==> src/hw/rtl/lesq_pkg.sv <==
`timescale 1ns / 1ps
`default_nettype none
// ----------------------------------------------------------------------------
// lesq_pkg
// Shared types, constants and helpers for the LED effect sequencer with
// the two-digit multiplexed seven-segment display.
// ----------------------------------------------------------------------------
package lesq_pkg;

    // Number of off/on pairs in the blink effect (1..22)
    localparam int BLINK_PAIRS = 8;

    // Field widths
    localparam int FUNC_W  = 3;
    localparam int BYTE_W  = 8;
    localparam int SEL_W   = 3;
    localparam int POS_W   = 6;
    localparam int DIGIT_W = 4;
    localparam int SLOT_W  = 2;

    // Stream packing: tdata of the result is 27 bits of fields padded to 32
    localparam int OUT_DATA_W = 32;

    // Event codes carried in the request's tuser
    localparam logic [FUNC_W-1:0] FUNC_STEP = 3'd0;
    localparam logic [FUNC_W-1:0] FUNC_SCAN = 3'd1;
    localparam logic [FUNC_W-1:0] FUNC_UP   = 3'd2;
    localparam logic [FUNC_W-1:0] FUNC_DOWN = 3'd3;
    localparam logic [FUNC_W-1:0] FUNC_CMD  = 3'd4;

    // Display scan slots
    localparam logic [SLOT_W-1:0] SLOT_LEFT  = 2'd0;
    localparam logic [SLOT_W-1:0] SLOT_RIGHT = 2'd1;
    localparam logic [SLOT_W-1:0] SLOT_BLANK = 2'd2;

    // Digit select codes
    localparam logic [SEL_W-1:0] SEL_LEFT  = 3'd0;
    localparam logic [SEL_W-1:0] SEL_RIGHT = 3'd4;

    // Modes
    localparam logic [BYTE_W-1:0] MODE_CHAIN  = 8'd0;
    localparam logic [BYTE_W-1:0] MODE_FILL   = 8'd1;
    localparam logic [BYTE_W-1:0] MODE_UNFILL = 8'd2;
    localparam logic [BYTE_W-1:0] MODE_BLINK  = 8'd3;
    localparam logic [BYTE_W-1:0] ASCII_ZERO  = 8'd48;

    // Effect lengths in steps
    localparam logic [POS_W-1:0] FILL_LEN  = 6'd9;
    localparam logic [POS_W-1:0] BLINK_LEN = POS_W'(2 * BLINK_PAIRS);
    localparam logic [POS_W-1:0] CHAIN_LEN = POS_W'(18 + 2 * BLINK_PAIRS);

    // Fill and unfill boundaries inside the chained effect
    localparam logic [POS_W-1:0] UNFILL_START = 6'd9;
    localparam logic [POS_W-1:0] BLINK_START  = 6'd18;
    localparam logic [DIGIT_W-1:0] LAST_FILL  = 4'd8;

    localparam logic [7:0] LEDS_ALL_ON = 8'hFF;
    localparam logic [7:0] LEDS_OFF    = 8'h00;

    // Output of the effect lookup
    typedef struct packed {
        logic [7:0]         leds;
        logic [DIGIT_W-1:0] left_digit;
    } effect_t;

    // One result item
    typedef struct packed {
        logic [7:0]       leds;
        logic [SEL_W-1:0] seg_select;
        logic [7:0]       seg_code;
        logic [7:0]       mode;
        logic             cmd_ack;
    } result_t;

    // 0xFF shifted left by k; all off once k reaches 8
    function automatic logic [7:0] fill_pattern(input logic [DIGIT_W-1:0] k);
        logic [15:0] wide;
        begin
            wide = 16'h00FF << k;
            fill_pattern = wide[7:0];
        end
    endfunction

    // Seven-segment font, blank above 9
    function automatic logic [7:0] seg_font(input logic [DIGIT_W-1:0] d);
        logic [7:0] code;
        begin
            unique case (d)
                4'd0:    code = 8'h3F;
                4'd1:    code = 8'h06;
                4'd2:    code = 8'h5B;
                4'd3:    code = 8'h4F;
                4'd4:    code = 8'h66;
                4'd5:    code = 8'h6D;
                4'd6:    code = 8'h7D;
                4'd7:    code = 8'h07;
                4'd8:    code = 8'h7F;
                4'd9:    code = 8'h6F;
                default: code = 8'h00;
            endcase
            seg_font = code;
        end
    endfunction

endpackage

`default_nettype wire

==> src/hw/rtl/led_effect_sequencer_with_seg_mux_core.sv <==
`timescale 1ns / 1ps
`default_nettype none
// ----------------------------------------------------------------------------
// led_effect_sequencer_with_seg_mux_core
// LED effect sequencer with mode control and a two-digit multiplexed
// seven-segment display, behind stream ports.
//
// Channel  Dir  Signals                  Contents (low bit first)
// s_axis   in   tvalid tready tdata      tdata[7:0] rx_byte
//                      tuser             tuser[2:0] func
// m_axis   out  tvalid tready tdata      leds[7:0] seg_select[10:8]
//                                        seg_code[18:11] mode[26:19] 0[31:27]
//                      tuser             tuser[0] cmd_ack
//
// One request per cycle sustained while m_axis accepts. An accepted request sits
// in the input register while the combinational event logic runs, and the
// result register loads the result once it is free; m_axis then offers it.
// Reset (rst_n low) returns mode 0, step 0, LEDs all on and a dark display.
// A stall on m_axis holds the result; s_axis stalls only while the input
// register is full and the result register cannot free in the same cycle.
// ----------------------------------------------------------------------------
module led_effect_sequencer_with_seg_mux_core
(
    input  wire logic                             clk,
    input  wire logic                             rst_n,
    input  wire logic                             s_axis_tvalid,
    output      logic                             s_axis_tready,
    input  wire logic [7:0]                       s_axis_tdata,  // rx_byte
    input  wire logic [lesq_pkg::FUNC_W-1:0]      s_axis_tuser,  // func
    output      logic                             m_axis_tvalid,
    input  wire logic                             m_axis_tready,
    output      logic [lesq_pkg::OUT_DATA_W-1:0]  m_axis_tdata,  // leds, seg_select,
                                                                 // seg_code, mode
    output      logic                             m_axis_tuser   // cmd_ack
);
    import lesq_pkg::*;

    logic              in_valid_reg,  in_valid_next;
    logic [FUNC_W-1:0] func_reg;
    logic [BYTE_W-1:0] rx_byte_reg;
    logic              out_valid_reg, out_valid_next;
    result_t           out_reg;
    result_t           result;
    logic              out_free;
    logic              advance;
    logic              accept;

    // Handshake: the event stage moves whenever the result register frees
    assign out_free      = !out_valid_reg || m_axis_tready;
    assign advance       = in_valid_reg && out_free;
    assign s_axis_tready = !in_valid_reg || out_free;
    assign accept        = s_axis_tvalid && s_axis_tready;

    assign in_valid_next  = accept || (in_valid_reg && !advance);
    assign out_valid_next = advance || (out_valid_reg && !m_axis_tready);

    // Input register
    always_ff @(posedge clk or negedge rst_n)
    begin
        if (!rst_n)
        begin
            in_valid_reg  <= 1'b0;
            out_valid_reg <= 1'b0;
        end
        else
        begin
            in_valid_reg  <= in_valid_next;
            out_valid_reg <= out_valid_next;
        end
    end

    always_ff @(posedge clk)
    begin
        if (accept)
        begin
            func_reg    <= s_axis_tuser;
            rx_byte_reg <= s_axis_tdata;
        end
    end

    // Event logic and sequencer state
    lesq_engine u_engine
    (
        .clk      (clk),
        .rst_n    (rst_n),
        .ev_valid (advance),
        .func     (func_reg),
        .rx_byte  (rx_byte_reg),
        .result   (result)
    );

    // Result register
    always_ff @(posedge clk)
    begin
        if (advance)
        begin
            out_reg <= result;
        end
    end

    assign m_axis_tvalid = out_valid_reg;
    assign m_axis_tdata  = {5'd0, out_reg.mode, out_reg.seg_code,
                            out_reg.seg_select, out_reg.leds};
    assign m_axis_tuser  = out_reg.cmd_ack;

endmodule

`default_nettype wire

==> src/hw/rtl/lesq_effect.sv <==
`timescale 1ns / 1ps
`default_nettype none
// ----------------------------------------------------------------------------
// lesq_effect
// Maps a valid mode and a step position to the LED pattern and the left
// digit of that step (fill, unfill, blink, or the chain of all three).
// ----------------------------------------------------------------------------
module lesq_effect
(
    input  wire logic [1:0]                 mode_lo,
    input  wire logic [lesq_pkg::POS_W-1:0] pos,
    output lesq_pkg::effect_t               effect
);
    import lesq_pkg::*;

    logic               is_fill;
    logic               is_unfill;
    logic [POS_W-1:0]   k_wide;
    logic [DIGIT_W-1:0] k;
    logic [DIGIT_W-1:0] unfill_k;

    // Pick the effect kind and the step within it
    always_comb
    begin
        is_fill   = 1'b0;
        is_unfill = 1'b0;
        k_wide    = pos;
        unique case (mode_lo)
            MODE_CHAIN[1:0]:
            begin
                if (pos < UNFILL_START)
                begin
                    is_fill = 1'b1;
                end
                else if (pos < BLINK_START)
                begin
                    is_unfill = 1'b1;
                    k_wide    = pos - UNFILL_START;
                end
            end
            MODE_FILL[1:0]:   is_fill   = 1'b1;
            MODE_UNFILL[1:0]: is_unfill = 1'b1;
            default:          ;
        endcase
    end

    assign k        = k_wide[DIGIT_W-1:0];
    assign unfill_k = LAST_FILL - k;

    // Pattern and digit; blink parity equals position parity in every mode
    always_comb
    begin
        if (is_fill)
        begin
            effect.leds       = fill_pattern(k);
            effect.left_digit = k;
        end
        else if (is_unfill)
        begin
            effect.leds       = fill_pattern(unfill_k);
            effect.left_digit = unfill_k;
        end
        else if (!pos[0])
        begin
            effect.leds       = LEDS_OFF;
            effect.left_digit = '0;
        end
        else
        begin
            effect.leds       = LEDS_ALL_ON;
            effect.left_digit = LAST_FILL;
        end
    end

endmodule

`default_nettype wire

==> src/hw/rtl/lesq_engine.sv <==
`timescale 1ns / 1ps
`default_nettype none
// ----------------------------------------------------------------------------
// lesq_engine
// Sequencer state: mode, step position, digits, scan slot and the driven
// outputs. Applies one event per cycle and presents the resulting item.
// ----------------------------------------------------------------------------
module lesq_engine
(
    input  wire logic                        clk,
    input  wire logic                        rst_n,
    input  wire logic                        ev_valid,
    input  wire logic [lesq_pkg::FUNC_W-1:0] func,
    input  wire logic [lesq_pkg::BYTE_W-1:0] rx_byte,
    output lesq_pkg::result_t                result
);
    import lesq_pkg::*;

    logic [7:0]         mode_reg,        mode_next;
    logic [POS_W-1:0]   step_pos_reg,    step_pos_next;
    logic [DIGIT_W-1:0] left_digit_reg,  left_digit_next;
    logic [1:0]         right_digit_reg, right_digit_next;
    logic [SLOT_W-1:0]  scan_slot_reg,   scan_slot_next;
    logic [7:0]         led_out_reg,     led_out_next;
    logic [SEL_W-1:0]   select_out_reg,  select_out_next;
    logic [7:0]         segment_out_reg, segment_out_next;

    logic               mode_valid;
    logic [POS_W-1:0]   effect_len;
    logic [POS_W-1:0]   step_inc;
    logic [POS_W-1:0]   step_wrapped;
    logic [7:0]         new_mode;
    logic               mode_event;
    logic               mode_change;
    logic [1:0]         eff_mode;
    logic [POS_W-1:0]   eff_pos;
    effect_t            effect;

    assign mode_valid = (mode_reg <= MODE_BLINK);

    // Length of the running effect and the wrapped next step
    always_comb
    begin
        if (mode_reg == MODE_CHAIN)
        begin
            effect_len = CHAIN_LEN;
        end
        else if (mode_reg == MODE_BLINK)
        begin
            effect_len = BLINK_LEN;
        end
        else
        begin
            effect_len = FILL_LEN;
        end
    end

    assign step_inc     = step_pos_reg + POS_W'(1);
    assign step_wrapped = (step_inc >= effect_len) ? '0 : step_inc;

    // Requested mode for up, down and command events
    always_comb
    begin
        mode_event = 1'b1;
        new_mode   = mode_reg;
        unique case (func)
            FUNC_UP:   new_mode = (mode_reg >= MODE_BLINK) ? MODE_CHAIN
                                                           : mode_reg + 8'd1;
            FUNC_DOWN: new_mode = {6'd0, mode_reg[1:0] + 2'd3};
            FUNC_CMD:  new_mode = rx_byte - ASCII_ZERO;
            default:   mode_event = 1'b0;
        endcase
    end

    assign mode_change = ev_valid && mode_event && (new_mode != mode_reg);

    // Shared effect lookup: new mode at step 0, or current mode at next step
    assign eff_mode = mode_change ? new_mode[1:0] : mode_reg[1:0];
    assign eff_pos  = mode_change ? '0 : step_wrapped;

    lesq_effect u_effect
    (
        .mode_lo (eff_mode),
        .pos     (eff_pos),
        .effect  (effect)
    );

    // Next-state logic
    always_comb
    begin
        mode_next        = mode_reg;
        step_pos_next    = step_pos_reg;
        left_digit_next  = left_digit_reg;
        right_digit_next = right_digit_reg;
        scan_slot_next   = scan_slot_reg;
        led_out_next     = led_out_reg;
        select_out_next  = select_out_reg;
        segment_out_next = segment_out_reg;

        if (ev_valid && func == FUNC_STEP && mode_valid)
        begin
            step_pos_next    = step_wrapped;
            led_out_next     = effect.leds;
            left_digit_next  = effect.left_digit;
            right_digit_next = mode_reg[1:0];
        end

        if (ev_valid && func == FUNC_SCAN)
        begin
            unique case (scan_slot_reg)
                SLOT_LEFT:
                begin
                    select_out_next  = SEL_LEFT;
                    segment_out_next = seg_font(left_digit_reg);
                    scan_slot_next   = SLOT_RIGHT;
                end
                SLOT_RIGHT:
                begin
                    select_out_next  = SEL_RIGHT;
                    segment_out_next = seg_font({2'd0, right_digit_reg});
                    scan_slot_next   = SLOT_BLANK;
                end
                default:
                begin
                    segment_out_next = '0;
                    scan_slot_next   = SLOT_LEFT;
                end
            endcase
        end

        if (mode_change)
        begin
            mode_next     = new_mode;
            step_pos_next = '0;
            if (new_mode <= MODE_BLINK)
            begin
                led_out_next     = effect.leds;
                left_digit_next  = effect.left_digit;
                right_digit_next = new_mode[1:0];
            end
        end
    end

    // State registers
    always_ff @(posedge clk or negedge rst_n)
    begin
        if (!rst_n)
        begin
            mode_reg        <= MODE_CHAIN;
            step_pos_reg    <= '0;
            left_digit_reg  <= '0;
            right_digit_reg <= '0;
            scan_slot_reg   <= SLOT_LEFT;
            led_out_reg     <= LEDS_ALL_ON;
            select_out_reg  <= SEL_LEFT;
            segment_out_reg <= '0;
        end
        else
        begin
            mode_reg        <= mode_next;
            step_pos_reg    <= step_pos_next;
            left_digit_reg  <= left_digit_next;
            right_digit_reg <= right_digit_next;
            scan_slot_reg   <= scan_slot_next;
            led_out_reg     <= led_out_next;
            select_out_reg  <= select_out_next;
            segment_out_reg <= segment_out_next;
        end
    end

    // Item produced by this event: state after it
    assign result.leds       = led_out_next;
    assign result.seg_select = select_out_next;
    assign result.seg_code   = segment_out_next;
    assign result.mode       = mode_next;
    assign result.cmd_ack    = (func == FUNC_CMD);

endmodule

`default_nettype wire

==> config.mk <==
export PLATFORM = sky130hd
export DESIGN_NAME = led_effect_sequencer_with_seg_mux_core
export DESIGN_NICKNAME = d
export VERILOG_FILES = /design/src/hw/rtl/lesq_pkg.sv /design/src/hw/rtl/led_effect_sequencer_with_seg_mux_core.sv /design/src/hw/rtl/lesq_effect.sv /design/src/hw/rtl/lesq_engine.sv
export SDC_FILE = /design/constraint.sdc
export NUM_CORES = 1
export LEC_CHECK = 0
export BUFFER_PORTS_ARGS = -buffer_cell sky130_fd_sc_hd__buf_2
export CORE_MARGIN = 4
export CORE_UTILIZATION = 45
export DETAILED_ROUTE_END_ITERATION = 10
export PLACE_DENSITY = 0.67
export SYNTH_ARGS = -nofsm -noshare
export SYNTH_HDL_FRONTEND = slang
export SYNTH_HIERARCHICAL = 1
export SYNTH_SLANG_ARGS = --single-unit
==> constraint.sdc <==
create_clock -name clk -period 7.84 [get_ports clk]
set_input_delay 0.784 -clock clk [delete_from_list [all_inputs] [get_ports clk]]
set_output_delay 0.784 -clock clk [all_outputs]
set_load 0.02 [all_outputs]
==> results by group <==
Critical path
  – Crit end category: register
  – Peak fanout along the critical path: 12
  – Worst flop-to-flop path endpoint: m_axis_tdata[5]
  – Critical path class: reg -> reg
  – Critical path origin: u_engine/mode_reg[6]
  – End of the critical path: m_axis_tdata[5]
  – Critical Path Source Type: register
  – Crit path required time: slightly below 8 ns
  – Critical Path Max Stage Delay: roughly 0.57 ns
  – R2r setup slk: around 1.4 ns
  – Reg-to-reg startpoint: u_engine/mode_reg[6]
  – Reg2reg path depth: 25
  – Crit-path slowest cell: a21oi_1
  – Critical Path AT: 6.50 ns
  – Most used cell along the critical path: ha_1

Pwr
  – Psw: ~0.54 mW
  – PwrDens: 294 nW/um^2
  – Maximum vdd drop: approximately 0.12 mV
  – Lkg Pwr: ~2.1 nW
  – Clock share of power: about 22%
  – Gate power share: 34.3%
  – Pint: 0.944 mW
  – Sequential power share: 44.0%
  – Sw frac: between 30% and 40%

Synthesis
  – Synth warn: 6
  – Synth Cell Area: 4570 sq um
  – Ys flop type: edfxtp_1
  – Gate Count Post-Synth: ~430
  – #FFs+latches synth: 82
  – Syn avg cell area: 10.6 sq um
  – Post-synth EDFFs: 39
  – Fraction of registers with async set or reset after synthesis: a little over half
  – Synth unique cells: 74
  – Sequential share of the synthesized area: roughly half

Drt
  – Vias per cell: about 5.5
  – Post-route ant nets: 0
  – DR WL met3: approximately 500 microns
  – WL met2: around 4400 microns
  – Drt drc: 0
  – Drt total wl: about 9400 microns
  – Via count: roughly 3300
  – TritonRoute pass-1 iters: 4
  – Met1 WL: 4350 microns
  – Detailed router's first-iteration violation count: 169
  – Wire per inst: around 15 microns
  – Max layer used: met4

Layout
  – Largest register FFs: 27
  – Syn-to-layout area delta: 10.5%
  – Most frequent cells in the layout: nand2_1 (52), buf_2 (44), edfxtp_1 (39)
  – ANT cells: 0
  – Layout cell share with drive strength beyond 1: roughly a fifth
  – Most common cell after layout, fill and taps aside: nand2_1
  – Non-Filler Instances: 608
  – Final net count: approximately 500

Global route
  – Vias in the first global route: between 3000 and 4000
  – First-pass GRT wire length: approximately 16000 microns
  – Antenna violations before repair: 0
  – Total gr overflow: 0
  – GRT Util Overall: 16.7%
  – Largest net degree at the start of global routing: 44

STA
  – Actual slew at the worst max-slew pin: 0.996 ns
  – Clk_skew: around 0.011 ns
  – Final setup viols: 0
  – Setup tns final: 0 ns
  – Final hold vios: 0
  – Final slew viol count: 0
  – Slew HR: 33.6%
  – Crit share post-route: between 80% and 90%
  – F_max: approximately 0.16 GHz
  – Minimum clock period: about 6.4 ns
  – Unrepaired setup endpoints after global routing: false

Floorplan
  – Die ar.: around 12000 sq um
  – Initial core utilization: ~46%
  – Core area: 9820 sq um
  – Die Wd: approximately 110 microns
  – IO Count: 50
  – FP Rows: 36
  – Die Y: between 100 and 150 microns

Clock network
  – CTS tree: built
  – Skew-Pair Late Insertion Delay: 0.36 ns
  – Root Driver: clkbuf_8
  – CTS sink cnt: 82
  – CTS Buffer Depth: 2
  – Hold buffers post-CTS: 0
  – Post-CTS Setup Inserts: 0
  – H-Tree Depth: 3
  – CTS clk-pin slew, worst paths: approximately 0.090 ns
  – TritonCTS buffer count: 9
  – Cts repair resizes: 0

Placement
  – GPL Wtd Cong: just under 0.9
  – Post-Place Cells: roughly 600
  – IO buf count: 44
  – Post-DP HPWL: 6530 microns

Status
  – Status: finished clean

Run
  – Total of max-cap violations: 0

Min path
  – Hold depth: 2
  – Tightest Hold Check Type: reg -> reg
-- worst max-delay path: cells and delay by family (launching register included) --
family / cells / cell delay (ns)
and+or+nand+nor: 8 / 2.19
AOI/OAI and AO/OA: 9 / 1.88
adders and majority gates: 4 / 1.05
DFF: 1 / 0.43
muxes: 1 / 0.36
buffers and inverters: 3 / 0.23
-- how the worst min path moves through the flow --
stage                                      startpoint                     endpoint  slack, ns
final                     u_engine/segment_out_reg[3]  u_engine/segment_out_reg[3]       0.47
after global routing      u_engine/segment_out_reg[1]  u_engine/segment_out_reg[1]       0.50
after CTS                 u_engine/segment_out_reg[3]  u_engine/segment_out_reg[3]       0.48
after detailed placement  u_engine/segment_out_reg[3]  u_engine/segment_out_reg[3]       0.46
after global placement    u_engine/segment_out_reg[3]  u_engine/segment_out_reg[3]       0.45
after floorplan           u_engine/segment_out_reg[0]  u_engine/segment_out_reg[0]       0.44
-- Yosys cell counts, types with 5 or more instances --
cell	instances	area share, %
o21a_1	5	0.82
a21oi_1	17	1.9
xnor2_1	7	1.3
clkbuf_1	11	0.90
dfrtp_1	35	19
nor2b_1	5	0.69
nand2b_1	11	1.5
nand2_1	52	4.3
buf_4	7	1.2
nor3_1	5	0.55
nand3_1	11	1.2
dfstp_2	8	4.6
ha_1	20	5.5
o211ai_1	26	4.3
o21ai_0	19	2.1
nor2_1	27	2.2
and3_1	7	0.96
inv_1	22	1.8
edfxtp_1	39	26
o221ai_1	6	1.2
-- through the flow --
stage               area [sq um]  total power [mW]  utilization [%]  hold WS, ns  worst slack, ns
floorplan                   4580              1.04                -        0.437             2.28
global placement            4840              1.16             49.2        0.454             1.84
detailed placement          4840              1.17             49.2        0.464             1.57
CTS                         5050              1.50             51.4        0.484             1.53
global route                5050              1.59             51.4        0.500            0.984
finish                      5050              1.49             51.4        0.472             1.44
-- cells by family after synthesis --
family	share of synthesized area (%)
multiplexers	1.59
XOR/XNOR	2.11
adder cells (fa/ha/maj)	5.48
other	0.0821
flip-flops	49.4
AND/OR/NAND/NOR	17.0
buffers and inverters	4.93
AO/OA/AOI/OAI	19.3
-- cell type report --
cell class / count / area (sq um)
inverters: 23 / 86.3
repair buffers: 45 / 228
well taps: 133 / 166
clock buffers: 10 / 138
fillers: 917 / 4770
clock inverters: 6 / 72.6
multi-input cells: 309 / 2100
flip-flops and latches: 82 / 2260
-- power by group through the flow --
stage | Clock (mW) | Combinational [mW] | Sequential [mW]
3_3_place_gp | 0 | 0.497 | 0.660
6_report | 0.322 | 0.510 | 0.653
3_5_place_dp | 0 | 0.507 | 0.662
5_1_grt | 0.353 | 0.570 | 0.668
4_1_cts | 0.336 | 0.511 | 0.654
2_1_floorplan | 0 | 0.361 | 0.680
-- routing by layer --
layer / GRT usage (%) / up-vias
met5: 0 / -
met4: 5.77 / 0
met3: 4.03 / 14
met2: 27.1 / 98
met1: 21.9 / 1570
li1: - / 1645
No activity file was read; power rests on OpenSTA's default activity.
